$ cat src/hdl/awb_pkg.sv
`default_nettype none
// ----------------------------------------------------------------------------
// Affine warp package
// Shared sizes, register indexes, queue entry type and blend constants.
// ----------------------------------------------------------------------------
package awb_pkg;

	localparam int SRC_MAX_W = 256;
	localparam int SRC_MAX_H = 256;
	localparam int FRAC_BITS = 16;

	localparam int XW        = $clog2(SRC_MAX_W);
	localparam int YW        = $clog2(SRC_MAX_H);
	localparam int AW        = XW + YW;
	localparam int COEF_W    = 32;
	localparam int POS_W     = 10;
	localparam int PIX_W     = 32;
	localparam int DIM_W     = 9;
	localparam int CFG_IDX_W = 3;
	localparam int CFG_DAT_W = 32;
	localparam int PROD_W    = COEF_W + POS_W + 1;
	localparam int SUM_W     = PROD_W + 2;
	localparam int FLOOR_W   = SUM_W - FRAC_BITS;
	localparam int CH_W      = 8;
	localparam int NCH       = PIX_W / CH_W;
	localparam int MIX1_W    = CH_W + FRAC_BITS;
	localparam int MIX2_W    = CH_W + 2 * FRAC_BITS;
	localparam int FIFO_AW   = 2;
	localparam int RES_SLOTS = 3;

	localparam logic [FRAC_BITS:0] ONE = (FRAC_BITS + 1)'(1) << FRAC_BITS;

	localparam logic [CFG_IDX_W-1:0] REG_COEF_XX    = 3'd0;
	localparam logic [CFG_IDX_W-1:0] REG_COEF_XY    = 3'd1;
	localparam logic [CFG_IDX_W-1:0] REG_OFFSET_X   = 3'd2;
	localparam logic [CFG_IDX_W-1:0] REG_COEF_YX    = 3'd3;
	localparam logic [CFG_IDX_W-1:0] REG_COEF_YY    = 3'd4;
	localparam logic [CFG_IDX_W-1:0] REG_OFFSET_Y   = 3'd5;
	localparam logic [CFG_IDX_W-1:0] REG_SRC_WIDTH  = 3'd6;
	localparam logic [CFG_IDX_W-1:0] REG_SRC_HEIGHT = 3'd7;

	localparam logic CMD_LOAD   = 1'b0;
	localparam logic CMD_RENDER = 1'b1;

	typedef enum logic [2:0] {
		KIND_LOAD    = 3'b001,
		KIND_RENDER  = 3'b010,
		KIND_OUTSIDE = 3'b100
	} kind_t;

	typedef struct packed {
		kind_t                kind;
		logic [XW-1:0]        x;
		logic [YW-1:0]        y;
		logic [FRAC_BITS-1:0] fx;
		logic [FRAC_BITS-1:0] fy;
		logic [PIX_W-1:0]     pixel;
	} entry_t;

endpackage
`default_nettype wire

$ cat src/hdl/awb_if.sv
`default_nettype none
// ----------------------------------------------------------------------------
// Affine warp channel interfaces
// Input word, result word and configuration write channels.
// ----------------------------------------------------------------------------
interface awb_item_if;
	logic                      valid;
	logic                      ready;
	logic                      command;
	logic [awb_pkg::POS_W-1:0] pos_x;
	logic [awb_pkg::POS_W-1:0] pos_y;
	logic [awb_pkg::PIX_W-1:0] pixel_in;
	modport source (output valid, command, pos_x, pos_y, pixel_in, input ready);
	modport sink (input valid, command, pos_x, pos_y, pixel_in, output ready);
endinterface


interface awb_cfg_if;
	logic                          valid;
	logic                          ready;
	logic [awb_pkg::CFG_IDX_W-1:0] index;
	logic [awb_pkg::CFG_DAT_W-1:0] data;
	modport source (output valid, index, data, input ready);
	modport sink (input valid, index, data, output ready);
endinterface
`default_nettype wire

$ cat src/hdl/awb_front.sv
`default_nettype none
// ----------------------------------------------------------------------------
// Affine warp front end
// Holds the configuration, maps render words to source positions and
// classifies every word before it enters the work queue.
// ----------------------------------------------------------------------------
module awb_front (
	input  wire logic             clk,
	input  wire logic             arst_n,
	awb_cfg_if.sink               cfg,
	awb_item_if.sink              item,
	output logic                  push_valid,
	input  wire logic             push_ready,
	output awb_pkg::entry_t       push_data
);
	logic signed [awb_pkg::COEF_W-1:0] coef_xx_q, coef_xy_q, offset_x_q;
	logic signed [awb_pkg::COEF_W-1:0] coef_yx_q, coef_yy_q, offset_y_q;
	logic [awb_pkg::DIM_W-1:0]         src_width_q, src_height_q;

	logic                              v_s1, v_s2;
	logic                              cmd_s1, cmd_s2;
	logic [awb_pkg::POS_W-1:0]         px_s1, py_s1, px_s2, py_s2;
	logic [awb_pkg::PIX_W-1:0]         pix_s1, pix_s2;
	logic signed [awb_pkg::PROD_W-1:0] pxx_s1, pxy_s1, pyx_s1, pyy_s1;
	logic signed [awb_pkg::SUM_W-1:0]  sx_s2, sy_s2;

	logic signed [awb_pkg::PROD_W-1:0] px_e, py_e;
	logic [awb_pkg::DIM_W-1:0]         w_eff, h_eff;
	logic [awb_pkg::FLOOR_W-1:0]       flx, fly;
	logic                              is_out, load_ok, en1, en2;

	assign cfg.ready = 1'b1;

	always_ff @(posedge clk or negedge arst_n) begin
		if (!arst_n) begin
			coef_xx_q    <= 32'sd65536;
			coef_xy_q    <= '0;
			offset_x_q   <= '0;
			coef_yx_q    <= '0;
			coef_yy_q    <= 32'sd65536;
			offset_y_q   <= '0;
			src_width_q  <= awb_pkg::DIM_W'(256);
			src_height_q <= awb_pkg::DIM_W'(256);
		end else if (cfg.valid) begin
			unique case (cfg.index)
				awb_pkg::REG_COEF_XX:    coef_xx_q    <= cfg.data;
				awb_pkg::REG_COEF_XY:    coef_xy_q    <= cfg.data;
				awb_pkg::REG_OFFSET_X:   offset_x_q   <= cfg.data;
				awb_pkg::REG_COEF_YX:    coef_yx_q    <= cfg.data;
				awb_pkg::REG_COEF_YY:    coef_yy_q    <= cfg.data;
				awb_pkg::REG_OFFSET_Y:   offset_y_q   <= cfg.data;
				awb_pkg::REG_SRC_WIDTH:  src_width_q  <= cfg.data[awb_pkg::DIM_W-1:0];
				awb_pkg::REG_SRC_HEIGHT: src_height_q <= cfg.data[awb_pkg::DIM_W-1:0];
				default: ;
			endcase
		end
	end

	assign px_e = awb_pkg::PROD_W'($signed({1'b0, item.pos_x}));
	assign py_e = awb_pkg::PROD_W'($signed({1'b0, item.pos_y}));

	always_comb begin
		w_eff = (32'(src_width_q) > 32'(awb_pkg::SRC_MAX_W)) ?
			awb_pkg::DIM_W'(awb_pkg::SRC_MAX_W) : src_width_q;
		h_eff = (32'(src_height_q) > 32'(awb_pkg::SRC_MAX_H)) ?
			awb_pkg::DIM_W'(awb_pkg::SRC_MAX_H) : src_height_q;
		flx = sx_s2[awb_pkg::SUM_W-1:awb_pkg::FRAC_BITS];
		fly = sy_s2[awb_pkg::SUM_W-1:awb_pkg::FRAC_BITS];
		is_out = sx_s2[awb_pkg::SUM_W-1] || sy_s2[awb_pkg::SUM_W-1] ||
			(({1'b0, flx} + 1'b1) >= (awb_pkg::FLOOR_W + 1)'(w_eff)) ||
			(({1'b0, fly} + 1'b1) >= (awb_pkg::FLOOR_W + 1)'(h_eff));
		load_ok = (32'(px_s2) < 32'(awb_pkg::SRC_MAX_W)) &&
			(32'(py_s2) < 32'(awb_pkg::SRC_MAX_H));

		push_data.pixel = pix_s2;
		push_data.fx    = sx_s2[awb_pkg::FRAC_BITS-1:0];
		push_data.fy    = sy_s2[awb_pkg::FRAC_BITS-1:0];
		if (cmd_s2 == awb_pkg::CMD_LOAD) begin
			push_data.kind = awb_pkg::KIND_LOAD;
			push_data.x    = awb_pkg::XW'(px_s2);
			push_data.y    = awb_pkg::YW'(py_s2);
		end else begin
			push_data.kind = is_out ? awb_pkg::KIND_OUTSIDE : awb_pkg::KIND_RENDER;
			push_data.x    = flx[awb_pkg::XW-1:0];
			push_data.y    = fly[awb_pkg::YW-1:0];
		end
		push_valid = v_s2 && ((cmd_s2 == awb_pkg::CMD_RENDER) || load_ok);
		en2 = !v_s2 || !push_valid || push_ready;
		en1 = !v_s1 || en2;
	end

	assign item.ready = en1;

	always_ff @(posedge clk or negedge arst_n) begin
		if (!arst_n) begin
			v_s1 <= 1'b0;
			v_s2 <= 1'b0;
		end else begin
			if (en1) begin
				v_s1 <= item.valid;
			end
			if (en2) begin
				v_s2 <= v_s1;
			end
		end
	end

	always_ff @(posedge clk) begin
		if (en1 && item.valid) begin
			cmd_s1 <= item.command;
			px_s1  <= item.pos_x;
			py_s1  <= item.pos_y;
			pix_s1 <= item.pixel_in;
			pxx_s1 <= awb_pkg::PROD_W'(coef_xx_q) * px_e;
			pxy_s1 <= awb_pkg::PROD_W'(coef_xy_q) * py_e;
			pyx_s1 <= awb_pkg::PROD_W'(coef_yx_q) * px_e;
			pyy_s1 <= awb_pkg::PROD_W'(coef_yy_q) * py_e;
		end
		if (en2 && v_s1) begin
			cmd_s2 <= cmd_s1;
			px_s2  <= px_s1;
			py_s2  <= py_s1;
			pix_s2 <= pix_s1;
			sx_s2  <= awb_pkg::SUM_W'(pxx_s1) + awb_pkg::SUM_W'(pxy_s1) +
				awb_pkg::SUM_W'(offset_x_q);
			sy_s2  <= awb_pkg::SUM_W'(pyx_s1) + awb_pkg::SUM_W'(pyy_s1) +
				awb_pkg::SUM_W'(offset_y_q);
		end
	end
endmodule
`default_nettype wire

$ cat src/flat_wrapper.sv
// flat-port wrapper written by rule: the top's interface ports become plain ports
module awb_front_flat 
  (clk, arst_n, push_valid, push_ready, push_data, cfg_valid, cfg_index, cfg_data, cfg_ready, item_valid, item_command, item_pos_x, item_pos_y, item_pixel_in, item_ready);
  awb_cfg_if cfg_i ();
  awb_item_if item_i ();
  input  wire logic clk;
  input  wire logic arst_n;
  output logic push_valid;
  input  wire logic push_ready;
  output awb_pkg::entry_t push_data;
  input wire logic [$bits(cfg_i.valid)-1:0] cfg_valid;
  input wire logic [$bits(cfg_i.index)-1:0] cfg_index;
  input wire logic [$bits(cfg_i.data)-1:0] cfg_data;
  output wire logic [$bits(cfg_i.ready)-1:0] cfg_ready;
  input wire logic [$bits(item_i.valid)-1:0] item_valid;
  input wire logic [$bits(item_i.command)-1:0] item_command;
  input wire logic [$bits(item_i.pos_x)-1:0] item_pos_x;
  input wire logic [$bits(item_i.pos_y)-1:0] item_pos_y;
  input wire logic [$bits(item_i.pixel_in)-1:0] item_pixel_in;
  output wire logic [$bits(item_i.ready)-1:0] item_ready;
  assign cfg_i.valid = cfg_valid;
  assign cfg_i.index = cfg_index;
  assign cfg_i.data = cfg_data;
  assign cfg_ready = cfg_i.ready;
  assign item_i.valid = item_valid;
  assign item_i.command = item_command;
  assign item_i.pos_x = item_pos_x;
  assign item_i.pos_y = item_pos_y;
  assign item_i.pixel_in = item_pixel_in;
  assign item_ready = item_i.ready;
  awb_front u_core (.clk(clk), .arst_n(arst_n), .cfg(cfg_i), .item(item_i), .push_valid(push_valid), .push_ready(push_ready), .push_data(push_data));
endmodule
$ cat config.mk
export PLATFORM = sky130hd
export DESIGN_NAME = awb_front_flat
export DESIGN_NICKNAME = d
export VERILOG_FILES = /design/src/hdl/awb_pkg.sv /design/src/hdl/awb_if.sv /design/src/hdl/awb_front.sv /design/src/flat_wrapper.sv
export SDC_FILE = /design/constraint.sdc
export NUM_CORES = 2
export LEC_CHECK = 0
export BUFFER_PORTS_ARGS = -buffer_cell sky130_fd_sc_hd__buf_2
export CELL_PAD_IN_SITES_DETAIL_PLACEMENT = 1
export CELL_PAD_IN_SITES_GLOBAL_PLACEMENT = 1
export CORE_MARGIN = 4
export CORE_UTILIZATION = 40
export DETAILED_ROUTE_END_ITERATION = 12
export PLACE_DENSITY = 0.74
export SLEW_MARGIN = 25
export SYNTH_ARGS = -nofsm -noshare
export SYNTH_HDL_FRONTEND = slang
export SYNTH_SLANG_ARGS = --single-unit
$ cat constraint.sdc
create_clock -name clk -period 22.2 [get_ports clk]
set_input_delay 4.44 -clock clk [delete_from_list [all_inputs] [get_ports clk]]
set_output_delay 4.44 -clock clk [all_outputs]
set_load 0.01 [all_outputs]
==> results.md <==
- Total via count after detailed routing: 48.9k
- Sequential element share of the synthesized area: 23.1%
- Area fraction in compound gates after synthesis: 6.42%
- Post-detailed-route wirelength per cell: 21.3 um
- Number of detailed-route iterations in the first pass: 5
- Setup repair after global routing missed its margin: false
- CP max stage cell: nor4_1
- Critical Path Most Common Cell: fa_1
- CTS root buffer: clkbuf_16
- Result of the run: completed
- Height of the chip: 429 um
- Weighted congestion reported at the end of routability-driven placement: 0.885
- Transition time at the pin with the least slew margin: 0.955 ns
- Starting density of the core: 40.2%
- Wire length of the first global-routing pass: 317000 um
- Clock latency of the later-clocked register in the worst-skew pair: 0.69 ns
- Maximum number of pins on one net before global-route repair: 72
- Die area: 184000 um2
- XOR/XNOR share of the synthesized area: 3.28%
- Synth Area in Simple Gates: 12.9%
- Nets@finish: 8653
- Min Tclk post-route: 11.09 ns
- Floorplan core area: 176000 um2
- Cell-by-cell trace of the critical path: buf_2 -> buf_4 -> nand2_1 -> fa_1 -> inv_1 -> fa_1 -> fa_1 -> fa_1 -> inv_1 -> fa_1 -> inv_1 -> ha_1 -> a21o_1 -> a21o_1 -> a21oi_1 -> o21ai_0 -> a221oi_1 -> a21oi_1 -> nor2_1 -> nor4_1 -> nor4_1 -> o21ai_0 -> xor2_1
- # hold bufs at CTS: 0
- Worst slack on hold paths: 0.414 ns
- Remaining antenna violation count: 0
- Proportion of synthesized area in mux cells: 3.59%
- Largest buffer count on any clock path: 3
- Share of flip-flops with an asynchronous set or reset after synthesis: 36.6%
- Count of final max-slew check failures: 0
- Number of max-cap violations: 0
- Crit path required time: 22.61 ns
- Remaining Overflow, GRT: 0
- Warnings from Yosys: 0
- Flop and latch count out of synthesis: 580
- Count of endpoints failing setup in the final report: 0
- Initial antenna violation count: 2
- Clock slew at reported path FFs: 0.06 ns
- Share of Yosys cell area claimed by the top area cell type: 33.3%
- Predominant post-synthesis flop cell: edfxtp_1
- Detailed-placement wirelength estimate: 154000 um
- Most used cells in the layout excluding fill and tap cells: inv_1 (1316), fa_1 (1180), nand2_1 (857)
- Netlist area before placement: 70900 um2
- Share of layout cells above drive strength 1: 8.56%
- Number of enable flip-flop cells after synthesis: 368
- Number of global-route vias before repair: 55.8k
- Number of top-level pins: 179
- Cell types occupying the most area after synthesis: fa_1 (33%), edfxtp_1 (16%), ha_1 (8.4%)
- Detailed-route vias per instance: 5.26
- Worst Path Class, Setup: input pin to flip-flop
- Number of DRC violations after detailed routing: 0
- Cell count after synthesis: 6965
- Largest family of logic cells by synthesized area: adder cells
- TritonCTS Buffers: 70
- Arrival time of data at the critical path endpoint: 11.50 ns
- Area added between synthesis and finish: 7.32%
- Maximum level of the CTS H-tree: 3
- Std cell rows: 154
- Kind of start point of the critical path: input pin
- Die span in x: 429 um
- Classification of the worst-slack hold path: flip-flop to flip-flop
- Synth Area in Adders: 41.7%
- Post-route clock skew: 0.0420 ns
- Final hold vios: 0
- Yosys cell types: 82
- Cell taking the most area after synthesis: fa_1
- # resized after CTS: 0
- Critical path peak fanout: 65
- Final clock period utilization by the worst path: 50.0%
- Remaining max-slew budget at the tightest pin: 36.3%
- Overall Global Routing Usage: 22.0%
- Number of DRC violations after detailed-routing iteration 0: 2465
- CP peak stage delay: 0.77 ns
- Sum of routed wire length over all layers: 199000 um
- Clock Sink Count: 580
- TritonCTS clock tree: built
- Highest clock frequency the design can meet: 90.2 MHz
- Setup Total Neg Slack: 0 ns
- Net count after synthesis: 8716
- Nature of the critical path endpoint: flip-flop
- Mean area per synthesized cell: 10.2 um2
- Most common cell after layout, fill and taps aside: inv_1
- Buffers inserted during post-CTS setup optimization: 0
- I/O Buffers: 177
==> cell usage after synthesis (5+ instances only) <==
cell	instances
inv_1	1316
fa_1	1180
nand2_1	857
and2_1	574
ha_1	478
edfxtp_1	368
clkbuf_1	314
a21oi_1	228
mux2_2	226
dfrtp_1	208
xnor2_1	197
a21o_1	132
nor2_1	126
o21ai_0	89
nand3_1	73
xor2_1	69
nand4_1	43
nor2b_1	43
nor3_1	40
nand2b_1	37
o21bai_1	37
o21a_1	36
and3_1	35
buf_4	33
a31oi_1	25
a211oi_1	17
o31ai_1	16
nor4_1	13
o21ai_1	13
o22ai_1	9
o31a_1	9
o211ai_1	8
and4_1	7
a211o_1	6
a21boi_0	6
o311ai_0	6
or2_2	5
==> cell type report <==
type,instances,area (um2)
Sequential cell,580,16400
Fill cell,19607,100000
Antenna cell,5,12.5
Clock inverter,47,599
Multi-Input combinational cell,4719,48200
Timing Repair Buffer,213,1170
Tap cell,2340,2930
Inverter,1318,4950
Clock buffer,82,1880
==> through the flow <==
step           std cells  worst slack, ns  instance area (um2)  util, %
2_1_floorplan       6965            10.73                70900        -
3_3_place_gp        9170            10.80                73600     41.8
3_5_place_dp        9170            10.56                73600     41.8
4_1_cts             9299            11.25                76100     43.2
5_1_grt             9299            10.73                76100     43.2
6_report            9304            11.11                76100     43.2
==> worst paths after layout <==
| check | startpoint | endpoint | slack (ns) | cells after the start |
|---|---|---|---|---|
| setup reg to reg | u_core.coef_xy_q[10] | u_core.pxy_s1[41] | 15.07 | 21 |
| hold / removal | u_core.py_s1[4] | u_core.py_s2[4] | 0.41 | 0 |
| max in group asynchronous | arst_n | u_core.coef_xx_q[27] | 15.73 | 4 |
| setup / recovery | item_pos_y[5] | u_core.pxy_s1[41] | 11.11 | 23 |
| min in group asynchronous | arst_n | u_core.coef_yy_q[5] | 3.68 | 1 |
| hold reg to reg | u_core.py_s1[4] | u_core.py_s2[4] | 0.41 | 0 |
==> routing by layer <==
metal | part of all wire (%) | vias to the layer above | routed length, um | GRT usage [%]
met4 | 6.0 | 0 | 11900 | 11.5
met3 | 3.3 | 370 | 6620 | 2.13
met1 | 39 | 25947 | 76800 | 25.6
met2 | 52 | 1041 | 103000 | 39.9
met5 | 0 | - | 0 | 0
li1 | - | 21576 | - | -
==> cells by family after synthesis <==
kind of cell    after synthesis
other cells                   1
mux                         226
buf+inv                    1666
compound gates              697
xor+xnor                    266
flops                       580
simple gates               1871
fa+ha+maj                  1658
==> sequential cells by signal (all words and copies together), names as in the netlist, 9 cells and up <==
signal	cells
u_core.pix_s1	32
u_core.py_s1	10
u_core.px_s2	10
u_core.src_width_q	9
u_core.coef_yy_q	32
u_core.pyx_s1	43
u_core.sy_s2	45
u_core.py_s2	10
u_core.px_s1	10
u_core.coef_xy_q	32
u_core.coef_xx_q	32
u_core.offset_x_q	32
u_core.pyy_s1	43
u_core.src_height_q	9
u_core.pxx_s1	43
u_core.offset_y_q	32
u_core.pxy_s1	43
u_core.coef_yx_q	32
u_core.pix_s2	32
u_core.sx_s2	45
==> worst max-delay path, delay by kind of cell <==
kind	cells	cell delay, ns
adders and majority gates	6	2.87
AOI/OAI and AO/OA	7	1.69
and+or+nand+nor	4	1.35
buffers and inverters	5	0.92
xor gates and xnor gates	1	0.18
Power is left out: the tool's default activity adds up to more than one toggle a clock period on the data nets, which glitch-free logic cannot reach.
