**config.mk**
```make
export PLATFORM = sky130hd
export DESIGN_NAME = awb_fifo
export DESIGN_NICKNAME = d
export VERILOG_FILES = /design/src/hdl/awb_pkg.sv /design/src/hdl/awb_fifo.sv
export SDC_FILE = /design/constraint.sdc
export NUM_CORES = 1
export LEC_CHECK = 0
export BUFFER_PORTS_ARGS = -buffer_cell sky130_fd_sc_hd__buf_4
export CORE_MARGIN = 2
export CORE_UTILIZATION = 57
export DETAILED_ROUTE_END_ITERATION = 10
export PLACE_DENSITY = 0.89
export SYNTH_ARGS = -nofsm -noshare
export SYNTH_HDL_FRONTEND = slang
export SYNTH_SLANG_ARGS = --single-unit
```
**constraint.sdc**
```tcl
create_clock -name clk -period 4.4 [get_ports clk]
set_input_delay 0.22 -clock clk [delete_from_list [all_inputs] [get_ports clk]]
set_output_delay 0.22 -clock clk [all_outputs]
set_load 0.03 [all_outputs]
```
**src/hdl/awb_pkg.sv**
```systemverilog
`default_nettype none
// ----------------------------------------------------------------------------
// Affine warp package
// Shared sizes, register indexes, queue entry type and blend constants.
// ----------------------------------------------------------------------------
package awb_pkg;

	localparam int SRC_MAX_W = 256;
	localparam int SRC_MAX_H = 256;
	localparam int FRAC_BITS = 16;

	localparam int XW        = $clog2(SRC_MAX_W);
	localparam int YW        = $clog2(SRC_MAX_H);
	localparam int AW        = XW + YW;
	localparam int COEF_W    = 32;
	localparam int POS_W     = 10;
	localparam int PIX_W     = 32;
	localparam int DIM_W     = 9;
	localparam int CFG_IDX_W = 3;
	localparam int CFG_DAT_W = 32;
	localparam int PROD_W    = COEF_W + POS_W + 1;
	localparam int SUM_W     = PROD_W + 2;
	localparam int FLOOR_W   = SUM_W - FRAC_BITS;
	localparam int CH_W      = 8;
	localparam int NCH       = PIX_W / CH_W;
	localparam int MIX1_W    = CH_W + FRAC_BITS;
	localparam int MIX2_W    = CH_W + 2 * FRAC_BITS;
	localparam int FIFO_AW   = 2;
	localparam int RES_SLOTS = 3;

	localparam logic [FRAC_BITS:0] ONE = (FRAC_BITS + 1)'(1) << FRAC_BITS;

	localparam logic [CFG_IDX_W-1:0] REG_COEF_XX    = 3'd0;
	localparam logic [CFG_IDX_W-1:0] REG_COEF_XY    = 3'd1;
	localparam logic [CFG_IDX_W-1:0] REG_OFFSET_X   = 3'd2;
	localparam logic [CFG_IDX_W-1:0] REG_COEF_YX    = 3'd3;
	localparam logic [CFG_IDX_W-1:0] REG_COEF_YY    = 3'd4;
	localparam logic [CFG_IDX_W-1:0] REG_OFFSET_Y   = 3'd5;
	localparam logic [CFG_IDX_W-1:0] REG_SRC_WIDTH  = 3'd6;
	localparam logic [CFG_IDX_W-1:0] REG_SRC_HEIGHT = 3'd7;

	localparam logic CMD_LOAD   = 1'b0;
	localparam logic CMD_RENDER = 1'b1;

	typedef enum logic [2:0] {
		KIND_LOAD    = 3'b001,
		KIND_RENDER  = 3'b010,
		KIND_OUTSIDE = 3'b100
	} kind_t;

	typedef struct packed {
		kind_t                kind;
		logic [XW-1:0]        x;
		logic [YW-1:0]        y;
		logic [FRAC_BITS-1:0] fx;
		logic [FRAC_BITS-1:0] fy;
		logic [PIX_W-1:0]     pixel;
	} entry_t;

endpackage
`default_nettype wire

```
**src/hdl/awb_fifo.sv**
```systemverilog
`default_nettype none
// ----------------------------------------------------------------------------
// Affine warp work queue
// Short queue between the front end and the sampling back end.
// ----------------------------------------------------------------------------
module awb_fifo (
	input  wire logic             clk,
	input  wire logic             arst_n,
	input  wire logic             push_valid,
	output logic                  push_ready,
	input  wire awb_pkg::entry_t  push_data,
	output logic                  head_valid,
	input  wire logic             pop,
	output awb_pkg::entry_t       head
);
	awb_pkg::entry_t             slot_q [2**awb_pkg::FIFO_AW];
	logic [awb_pkg::FIFO_AW:0]   wr_q, rd_q;

	assign head_valid = (wr_q != rd_q);
	assign push_ready = (wr_q[awb_pkg::FIFO_AW] == rd_q[awb_pkg::FIFO_AW]) ||
		(wr_q[awb_pkg::FIFO_AW-1:0] != rd_q[awb_pkg::FIFO_AW-1:0]);
	assign head = slot_q[rd_q[awb_pkg::FIFO_AW-1:0]];

	always_ff @(posedge clk or negedge arst_n) begin
		if (!arst_n) begin
			wr_q <= '0;
			rd_q <= '0;
		end else begin
			if (push_valid && push_ready) begin
				wr_q <= wr_q + 1'b1;
			end
			if (pop && head_valid) begin
				rd_q <= rd_q + 1'b1;
			end
		end
	end

	always_ff @(posedge clk) begin
		if (push_valid && push_ready) begin
			slot_q[wr_q[awb_pkg::FIFO_AW-1:0]] <= push_data;
		end
	end
endmodule
`default_nettype wire

```
==> flow_summary.json, run 1 <==
{
  "worstSetupPathType": "flop to primary output",
  "post_cts_resize_count": 0,
  "synth.ff_latch_count": 338,
  "initial_utilization": 0.576,
  "h-tree-depth": 1,
  "final-instance-count-excl-fill": 1064,
  "number_of_drc_violations_after_detailed_routing": 0,
  "groute.usage.overall": 0.210,
  "portBuffers": 171,
  "timing.final.hold_violations": 0,
  "layout-area-overhead-vs-synth_pct": 27.5,
  "p_int_mw": 7.26,
  "synth_fp_nets": 573,
  "synth.most_common_cell": "sky130_fd_sc_hd__edfxtp_1",
  "post_synth.cell_area_avg_um2": 25.9,
  "floorplan.die.height_um": 152,
  "ys_async_sr_fraction": 0.0178,
  "initialDrtViolationCount": 396,
  "cts_root_buffer": "sky130_fd_sc_hd__clkbuf_16",
  "hpwl_um": 13700,
  "rows": 54,
  "wirelength_um": 24000,
  "routed_via_density": 5.60,
  "total_leakage_power_nw": 5.43,
  "yosysWarnings": 0,
  "numCtsBuffers": 31,
  "post-synth-top-area-fraction": 0.801,
  "cp_top_family": "flip-flops",
  "cp_data_required_time_ps": 4180,
  "synth_seq_area_share": 0.813,
  "timing.critical_path.cells": "buf_4, mux4_2, buf_4",
  "cap_viol_max_count": 0,
  "clockPowerShare": 0.222,
  "max_stage_delay_ps": 820,
  "grt_remaining_overflow": 0,
  "detail_route.first_pass.iterations": 5,
  "critical_path.slowest_cell": "sky130_fd_sc_hd__dfrtp_4",
  "setup_slack_ps": 1350,
  "routedWlPerCell_um": 22.5,
  "fin_crit_sh": 0.694,
  "power.share.switching": 0.336,
  "slew_headroom": 0.385,
  "rrSetupSlack_ps": 1600,
  "postCtsSetupRepairBufs": 0,
  "critical-path-top-cell-by-count": "sky130_fd_sc_hd__buf_4",
  "path_clk_slew_ps": 60,
  "finClkSkew_ps": 9.59,
  "maximum_number_of_pins_on_one_net_before_global_route_repair": 54,
  "report.final.setup_viol": 0,
  "logic_pwr_share": 0.356,
  "gp_congestion": 0.719,
  "final_layout_size_suffix_gt1_frac": 0.400,
  "clkLatencyLatePin_ps": 540,
  "synth-edff-count": 332,
  "cells_after_synth": 481,
  "timing.critical_path.to_type": "primary output",
  "run_status": "complete, no violations",
  "place_worst_setup_slack_ps": 1530,
  "power.net_switching_mw": 3.68,
  "hp-class": "input port to flop",
  "power.ir.vdd_worst_v": 0.000509,
  "tritoncts": "built",
  "number_of_global_route_vias_before_repair": 6430,
  "final.min_clock_period_ps": 3050,
  "synth_area_leaders": "sky130_fd_sc_hd__edfxtp_1 (80%), sky130_fd_sc_hd__mux4_2 (15%), sky130_fd_sc_hd__dfrtp_1 (1.2%), sky130_fd_sc_hd__buf_6 (0.63%), sky130_fd_sc_hd__ha_1 (0.50%)",
  "design.portCount": 172,
  "synthDominantAreaCellType": "sky130_fd_sc_hd__edfxtp_1",
  "global_route_wire_length_before_repair_um": 35900,
  "max_fanout_on_critical_path": 32,
  "rsz0062_at_grt": "false",
  "fin_setup_tns_ps": 0,
  "cts_max_path_buffers": 3,
  "number_of_antenna_violations_at_the_first_check_in_global_routing": 2,
  "synth_cell_type_count": 24,
  "whs_ps": 22.8,
  "route.vias.total": 5958,
  "cp.arrival_ps": 2830,
  "fmaxAchievable_mhz": 328,
  "clk_sinks": 338,
  "cts_hold_repair.buffers": 85,
  "fp.coreArea_mm2": 0.0216,
  "number_of_instances_in_the_placed_design": 921,
  "worstSetupStartpointType": "flop",
  "path_buf_inv": 2,
  "mapped_cell_area_mm2": 0.0124,
  "postRouteAntennaNets": 0,
  "pwr_density_cell_mw_per_mm2": 689,
  "worst_slew_pin_tran_ps": 922,
  "drv_slew": 0,
  "dieArea_mm2": 0.0230,
  "dieWidth_um": 152,
  "commonest_cells_in_the_synthesized_netlist": "sky130_fd_sc_hd__edfxtp_1 (332), sky130_fd_sc_hd__mux4_2 (83), sky130_fd_sc_hd__buf_2 (8)",
  "seqPwrFrac": 0.421,
  "dominantRegCellSynth": "sky130_fd_sc_hd__edfxtp_1",
  "nNetsFinal": 851
}
cell usage in the layout (no fill, tap or decap), types with 4 or more instances in the layout:
cell and count:
sky130_fd_sc_hd__o31ai_1 4, sky130_fd_sc_hd__clkbuf_1 6, sky130_fd_sc_hd__a21oi_1 4, sky130_fd_sc_hd__dlygate4sd3_1 85
sky130_fd_sc_hd__clkinv_2 6, sky130_fd_sc_hd__ha_1 5, sky130_fd_sc_hd__xnor2_1 5, sky130_fd_sc_hd__dfrtp_1 4
sky130_fd_sc_hd__clkbuf_16 31, sky130_fd_sc_hd__buf_12 4, sky130_fd_sc_hd__clkinv_1 8, sky130_fd_sc_hd__buf_4 176
sky130_fd_sc_hd__edfxtp_1 332, sky130_fd_sc_hd__mux4_2 83
logic make-up (layout without fill, tap and decap cells):
kind of cell               Yosys count  count (layout)  synth area share
AOI/OAI and AO/OA                   13              13           0.00744
xor gates and xnor gates             9               9           0.00694
adders and majority gates            5               5           0.00503
buffers and inverters               23             324            0.0123
DFF                                338             338             0.813
muxes                               84              84             0.151
other                                0               2                 0
and+or+nand+nor                      9               9           0.00432
metrics by stage:
| step | utilization | cell area [um^2] | total power, mW |
|---|---|---|---|
| floorplan | - | 12400 | 7.26 |
| global placement | 0.652 | 14100 | 8.37 |
| detailed placement | 0.652 | 14100 | 8.53 |
| CTS | 0.734 | 15900 | 11.0 |
| global route | 0.734 | 15900 | 11.4 |
| finish | 0.734 | 15900 | 10.9 |
worst reg2reg max path, stage by stage (launching register included):
cell and delay, ps:
sky130_fd_sc_hd__dfrtp_4 820, sky130_fd_sc_hd__xnor2_1 390, sky130_fd_sc_hd__a31oi_4 850, sky130_fd_sc_hd__buf_4 410
registers in the layout, summed over array words and instances (netlist names):
name,flops
slot_q,332
wr_q,3
rd_q,3
metal layers:
layer | global-route usage | vias to the layer above | wire, um
met2 | 0.371 | 215 | 12900
met3 | 0.0323 | 41 | 1200
met5 | 0 | - | 0
li1 | - | 2628 | -
met4 | 0.0653 | 0 | 584
met1 | 0.270 | 3074 | 9260
power groups by stage:
stage	Combinational (mW)	Clock (mW)	Sequential [mW]
final	3.90	2.43	4.61
after CTS	3.94	2.47	4.62
after detailed placement	3.85	0	4.68
after global placement	3.76	0	4.61
after floorplan	2.76	0	4.51
after global routing	4.12	2.60	4.68
final cells by class:
class	count	area [um^2]
Clock buffer	37	798
Clock inverter	19	123
Timing Repair Buffer	265	2250
Multi-Input combinational cell	120	2200
Sequential cell	338	10100
Inverter	3	11.3
Fill cell	1202	5760
Tap cell	280	350
Antenna cell	2	5.00
path summary, 6_finish.rpt:
kind	start	to	cells after the start
setup reg to reg	rd_q[0]	slot_q[3][43]	3
max in group asynchronous	arst_n	rd_q[0]	2
min in group asynchronous	arst_n	wr_q[1]	2
hold reg to reg	rd_q[2]	rd_q[2]	1
setup / recovery	rd_q[0]	head[17]	3
hold / removal	push_valid	wr_q[0]	3
No activity file was read; power rests on OpenSTA's default activity.
==> run 2: changes to the inputs <==
Settings changed: ABC_AREA set to 1.
Clock period 4.4 ns to 2.9 ns, I/O delays scaled along.
==> run 2 against run 1 <==
  * Critical path depth increased by 2
  * Final cell count increased by 34%
  * Sequential power increased by 46%
  * Via count up 40%
  * Largest power group is now combinational cells
  * Combinational power up 91%
  * Register-to-register slack lost 800 ps
  * Utilization grew 1.7 points
  * Synthesized cell count rose by 79%
  * Total power is 75% higher
  * Worst setup slack got worse by 1200 ps
  * Largest cell class unchanged
  * First-iteration DRC count grew 110%
==> flow_summary.json, run 2 <==
{
  "run_status": "complete, no violations",
  "route.vias.total": 8340,
  "fin_crit_sh": 0.936,
  "design.portCount": 172,
  "ys_async_sr_fraction": 0.0178,
  "cts_hold_repair.buffers": 86,
  "antenna-diode-count": 0,
  "mapped_cell_area_mm2": 0.0127,
  "dominantRegCellSynth": "sky130_fd_sc_hd__edfxtp_1",
  "synth_area_leaders": "sky130_fd_sc_hd__edfxtp_1 (79%), sky130_fd_sc_hd__nor2_1 (5.0%), sky130_fd_sc_hd__o21ai_0 (4.3%), sky130_fd_sc_hd__o22ai_1 (4.1%), sky130_fd_sc_hd__o21ai_1 (2.2%)",
  "fillerInstances": 1219,
  "layout.cells.most_common_list": "sky130_fd_sc_hd__edfxtp_1 (332), sky130_fd_sc_hd__buf_4 (178), sky130_fd_sc_hd__nor2_1 (166), sky130_fd_sc_hd__o21ai_0 (109), sky130_fd_sc_hd__dlygate4sd3_1 (87)",
  "gp_congestion": 0.807,
  "timing.critical_path.cells": "inv_2, buf_4, o21ai_0, o22ai_1, buf_4",
  "largest_register_ffs": 332,
  "synth-edff-count": 332,
  "post-route-util": 0.751,
  "grt_remaining_overflow": 0,
  "path_clk_slew_ps": 60,
  "worstSetupStartpointType": "flop",
  "fp.coreArea_mm2": 0.0218,
  "cp_top_family": "buffers and inverters",
  "number_of_instances_in_the_placed_design": 1272,
  "clkLatencyLatePin_ps": 510,
  "initial_utilization": 0.582,
  "total_leakage_power_nw": 5.82,
  "initialDrtViolationCount": 828,
  "nNetsFinal": 1208,
  "cp.arrival_ps": 2570,
  "layout_commonest_cell": "sky130_fd_sc_hd__edfxtp_1",
  "floorplan.die.height_um": 153,
  "groute.usage.overall": 0.252,
  "rows": 54,
  "clk_sinks": 338,
  "drv_slew": 0,
  "routedWlPerCell_um": 21.3,
  "number_of_drc_violations_after_detailed_routing": 0,
  "global_route_wire_length_before_repair_um": 45800,
  "number_of_global_route_vias_before_repair": 8531,
  "place_worst_setup_slack_ps": 826,
  "portBuffers": 171,
  "power.ir.vdd_worst_v": 0.00102,
  "cts_root_buffer": "sky130_fd_sc_hd__clkbuf_16",
  "path_buf_inv": 3,
  "synth_fp_nets": 954,
  "max_stage_delay_ps": 660,
  "synth.most_common_cell": "sky130_fd_sc_hd__edfxtp_1",
  "pwr_density_cell_mw_per_mm2": 1170,
  "setup_slack_ps": 185,
  "total_power_mw": 19.2,
  "critical_path.slowest_cell": "sky130_fd_sc_hd__buf_4",
  "final_layout_size_suffix_gt1_frac": 0.220,
  "post-synth-top-area-fraction": 0.785,
  "final.min_clock_period_ps": 2720,
  "dieArea_mm2": 0.0235,
  "cp_data_required_time_ps": 2760,
  "commonest_cells_in_the_synthesized_netlist": "sky130_fd_sc_hd__edfxtp_1 (332), sky130_fd_sc_hd__nor2_1 (170), sky130_fd_sc_hd__o21ai_0 (109)",
  "tritoncts": "built",
  "cts_max_path_buffers": 3,
  "h-tree-depth": 2,
  "cells_after_synth": 862,
  "hp-class": "input port to flop",
  "report.final.setup_viol": 0,
  "hpwl_um": 15300,
  "postCtsSetupRepairBufs": 0,
  "max_fanout_on_critical_path": 83,
  "maximum_number_of_pins_on_one_net_before_global_route_repair": 168,
  "number_of_antenna_violations_at_the_first_check_in_global_routing": 0,
  "post_cts_resize_count": 0,
  "dieWidth_um": 153,
  "layout-area-overhead-vs-synth_pct": 29.1,
  "detail_route.first_pass.iterations": 5,
  "whs_ps": 376,
  "post_synth.cell_area_avg_um2": 14.7,
  "postRouteAntennaNets": 0,
  "yosysWarnings": 0,
  "timing.critical_path.to_type": "primary output",
  "final-instance-count-excl-fill": 1422,
  "finClkSkew_ps": 12.5,
  "critical-path-top-cell-by-count": "sky130_fd_sc_hd__buf_4",
  "synth_seq_area_share": 0.797,
  "rsz0062_at_grt": "false",
  "worstSetupPathType": "flop to primary output",
  "fmaxAchievable_mhz": 368,
  "slew_headroom": 0.372,
  "synthDominantAreaCellType": "sky130_fd_sc_hd__edfxtp_1",
  "routed_via_density": 5.86,
  "timing.final.hold_violations": 0,
  "numCtsBuffers": 35,
  "synth.ff_latch_count": 338,
  "cap_viol_max_count": 0,
  "worst_slew_pin_tran_ps": 942,
  "wirelength_um": 30300,
  "synth_cell_type_count": 21
}
==> run 2: cell types whose count changed in the layout (fill, tap and decap cells not counted), moves of 6 or more <==
cell,before,now
sky130_fd_sc_hd__clkbuf_16,31,37
sky130_fd_sc_hd__o22ai_1,0,83
sky130_fd_sc_hd__nand2_1,2,24
sky130_fd_sc_hd__bufinv_16,1,9
sky130_fd_sc_hd__nor2_1,0,166
sky130_fd_sc_hd__o21ai_0,0,109
sky130_fd_sc_hd__o21ai_1,0,57
sky130_fd_sc_hd__mux4_2,83,0
==> run 2: path summary, 6_finish.rpt <==
| path | startpoint | to | slack (ps) | cells after the start |
|---|---|---|---|---|
| max reg2reg | wr_q[0] | slot_q[0][59] | 800 | 7 |
| max | rd_q[1] | head[5] | 180 | 5 |
| min in group asynchronous | arst_n | rd_q[0] | 540 | 3 |
| min | push_data[23] | slot_q[0][23] | 380 | 2 |
| min reg2reg | wr_q[1] | wr_q[1] | 570 | 2 |
| max in group asynchronous | arst_n | rd_q[0] | 2230 | 3 |
==> run 2: cell families (layout without fill, tap and decap cells) <==
logic type | count (synthesis) | in the layout | synth area share
AOI/OAI and AO/OA | 249 | 249 | 0.106
and+or+nand+nor | 204 | 204 | 0.0629
DFF | 338 | 338 | 0.797
adders and majority gates | 5 | 5 | 0.00493
buffers and inverters | 64 | 344 | 0.0271
xor gates and xnor gates | 2 | 2 | 0.00138
==> run 2: metrics by stage <==
| step | instance area [um^2] | setup TNS (ps) |
|---|---|---|
| 3_5_place_dp | 14200 | 0 |
| 2_1_floorplan | 12700 | -251850 |
| 3_3_place_gp | 14200 | 0 |
| 4_1_cts | 16400 | 0 |
| 5_1_grt | 16400 | 0 |
| 6_report | 16400 | 0 |
==> run 2: power breakdown <==
group | leakage (nW) | internal, mW | switching (mW)
clock | 0.628 | 3.13 | 1.83
combinational | 2.08 | 2.27 | 5.19
sequential | 3.12 | 6.48 | 0.271
==> run 2: layout make-up <==
type,count,area (um^2),share of cell area
timing repair buffer,271,2330,0.142
clock inverter,25,359,0.0219
inverter,10,40.0,0.00244
tap,280,350,0.0214
clock buffer,38,930,0.0567
sequential,338,10100,0.618
multi-input combinational,460,2260,0.138
==> run 2: layer usage <==
metal  track usage  part of all wire  wire length [um]  vias to the layer above
li1              -                 -                 -                     3750
met3        0.0491             0.081              2440                       62
met1         0.306              0.36             10900                     4064
met2         0.453              0.53             16100                      464
met5             0                 0                 0                        -
met4        0.0899             0.025               745                        0
==> run 3: changes to the inputs <==
Settings changed: CORE_MARGIN 2 to 5, PLACE_DENSITY 0.89 to not set, PLACE_DENSITY_LB_ADDON set to 0.12.
==> run 3 against run 2 <==
  * Register-to-register slack better by 60 ps
  * First-iteration DRC count down 28%
  * Critical endpoint is now head[27]
  * Sequential share of layout area rose by 0.79 points
  * Highest routed layer unchanged
  * Flip-flop and latch count stayed put
  * Worst setup slack better by 62 ps
==> flow_summary.json, run 3 (synthesis gave the netlist of run 2 again) <==
{
  "dieWidth_um": 159,
  "fillerInstances": 1375,
  "portBuffers": 171,
  "floorplan.die.height_um": 159,
  "tritoncts": "built",
  "max_fanout_on_critical_path": 83,
  "layout-area-overhead-vs-synth_pct": 27.5,
  "cts_root_buffer": "sky130_fd_sc_hd__clkbuf_16",
  "maximum_number_of_pins_on_one_net_before_global_route_repair": 168,
  "final_area_mm2": 0.0162,
  "initialDrtViolationCount": 599,
  "clk_sinks": 338,
  "timing.critical_path.to_type": "primary output",
  "power.ir.vdd_worst_v": 0.000824,
  "rows": 54,
  "final-instance-count-excl-fill": 1418,
  "gp_congestion": 0.726,
  "clkLatencyLatePin_ps": 550,
  "report.final.setup_viol": 0,
  "routedWlPerCell_um": 19.4,
  "worstSetupPathType": "flop to primary output",
  "route.vias.total": 7904,
  "fp.coreArea_mm2": 0.0219,
  "finClkSkew_ps": 18.0,
  "path_clk_slew_ps": 60,
  "post_cts_resize_count": 0,
  "hpwl_um": 14300,
  "number_of_drc_violations_after_detailed_routing": 0,
  "cts_max_path_buffers": 3,
  "final_layout_size_suffix_gt1_frac": 0.215,
  "total_leakage_power_nw": 5.70,
  "global_route_wire_length_before_repair_um": 43300,
  "startpoint": "rd_q[1]",
  "worstReg2RegStart": "wr_q[1]",
  "worst_slew_pin_tran_ps": 947,
  "design.portCount": 172,
  "postRouteAntennaNets": 0,
  "slew_headroom": 0.369,
  "hp-class": "input port to flop",
  "multi_input_logic_area_mm2": 0.00226,
  "pwr_density_cell_mw_per_mm2": 1130,
  "routed_via_density": 5.57,
  "rsz0062_at_grt": "false",
  "timing.final.hold_violations": 0,
  "number_of_antenna_violations_at_the_first_check_in_global_routing": 3,
  "layout_commonest_cell": "sky130_fd_sc_hd__edfxtp_1",
  "cap_viol_max_count": 0,
  "worstSetupStartpointType": "flop",
  "dieArea_mm2": 0.0254,
  "grt_remaining_overflow": 0,
  "final.min_clock_period_ps": 2650,
  "detail_route.first_pass.iterations": 5,
  "drv_slew": 0,
  "cp_data_required_time_ps": 2760,
  "nNetsFinal": 1203,
  "numCtsBuffers": 31,
  "layout.cells.most_common_list": "sky130_fd_sc_hd__edfxtp_1 (332), sky130_fd_sc_hd__buf_4 (178), sky130_fd_sc_hd__nor2_1 (166), sky130_fd_sc_hd__o21ai_0 (109), sky130_fd_sc_hd__dlygate4sd3_1 (87)",
  "largest_register_ffs": 332,
  "register_area_mm2": 0.0101,
  "wirelength_um": 27500,
  "groute.usage.overall": 0.211,
  "run_status": "complete, no violations",
  "fmaxAchievable_mhz": 377,
  "h-tree-depth": 1,
  "placed_cell_area_mm2": 0.0142,
  "hold_start": "push_data[31]",
  "cp.arrival_ps": 2510,
  "number_of_instances_in_the_placed_design": 1271,
  "number_of_global_route_vias_before_repair": 7919,
  "initial_utilization": 0.580,
  "fin_crit_sh": 0.915
}
## run 3: changes by cell type in the layout (fill, tap and decap cells not counted)
cell,change
sky130_fd_sc_hd__bufinv_16,-2
sky130_fd_sc_hd__clkinvlp_4,+4
sky130_fd_sc_hd__diode_2,+3
sky130_fd_sc_hd__clkbuf_1,+1
sky130_fd_sc_hd__clkinv_2,-1
sky130_fd_sc_hd__clkinv_1,-1
sky130_fd_sc_hd__clkbuf_16,-6
sky130_fd_sc_hd__buf_12,-1
sky130_fd_sc_hd__clkinv_4,-1
## run 3: stage by stage
step / TNS (ps) / utilization / setup slack, ps / total power [mW] / hold slack, ps
global placement: 0 / 0.649 / 863 / 14.0 / -40.7
detailed placement: 0 / 0.649 / 814 / 14.1 / -38.3
CTS: 0 / 0.739 / 229 / 18.5 / 322
finish: 0 / 0.739 / 247 / 18.3 / 341
floorplan: -251850 / - / -759 / 11.6 / -151
global route: 0 / 0.739 / 70.6 / 19.2 / 328
## run 3: cell type report
type                       instances  area share
multi-input combinational        460       0.140
antenna                            3    0.000464
clock inverter                    24      0.0193
clock buffer                      33      0.0484
sequential                       338       0.626
timing repair buffer             270       0.143
tap                              280      0.0216
inverter                          10     0.00247
## run 3: power by group
| group | internal (mW) | switching (mW) | total, mW |
|---|---|---|---|
| logic | 2.26 | 5.07 | 7.33 |
| registers | 6.47 | 0.234 | 6.71 |
| clock network | 2.58 | 1.71 | 4.30 |
## run 3: critical path, cell delays in order, from the launching register on
cell and delay [ps]:
sky130_fd_sc_hd__dfrtp_2 430, sky130_fd_sc_hd__inv_2 60, sky130_fd_sc_hd__buf_4 690, sky130_fd_sc_hd__o21ai_0 280, sky130_fd_sc_hd__o22ai_1 260, sky130_fd_sc_hd__buf_4 210
## run 3: repair_timing
| item | CTS | global route |
|---|---|---|
| hold endpoints to repair | 344 | 0 |
| hold buffers | 87 | 0 |
| setup buffers | 0 | 0 |
## run 3: path summary, 6_finish.rpt
path / endpoint / slack, ps / cells past startpoint
setup / recovery: head[27] / 250 / 5
hold / removal: slot_q[3][31] / 340 / 2
setup reg to reg: slot_q[2][49] / 860 / 7
hold reg to reg: wr_q[0] / 570 / 2
max in group asynchronous: rd_q[0] / 2080 / 3
min in group asynchronous: rd_q[2] / 550 / 3
## run 3: layer usage
metal	global-route usage	vias up	wire, um
met5	0	-	0
li1	-	3747	-
met3	0.0406	42	1860
met4	0.0551	0	500
met2	0.349	270	13700
met1	0.292	3845	11500
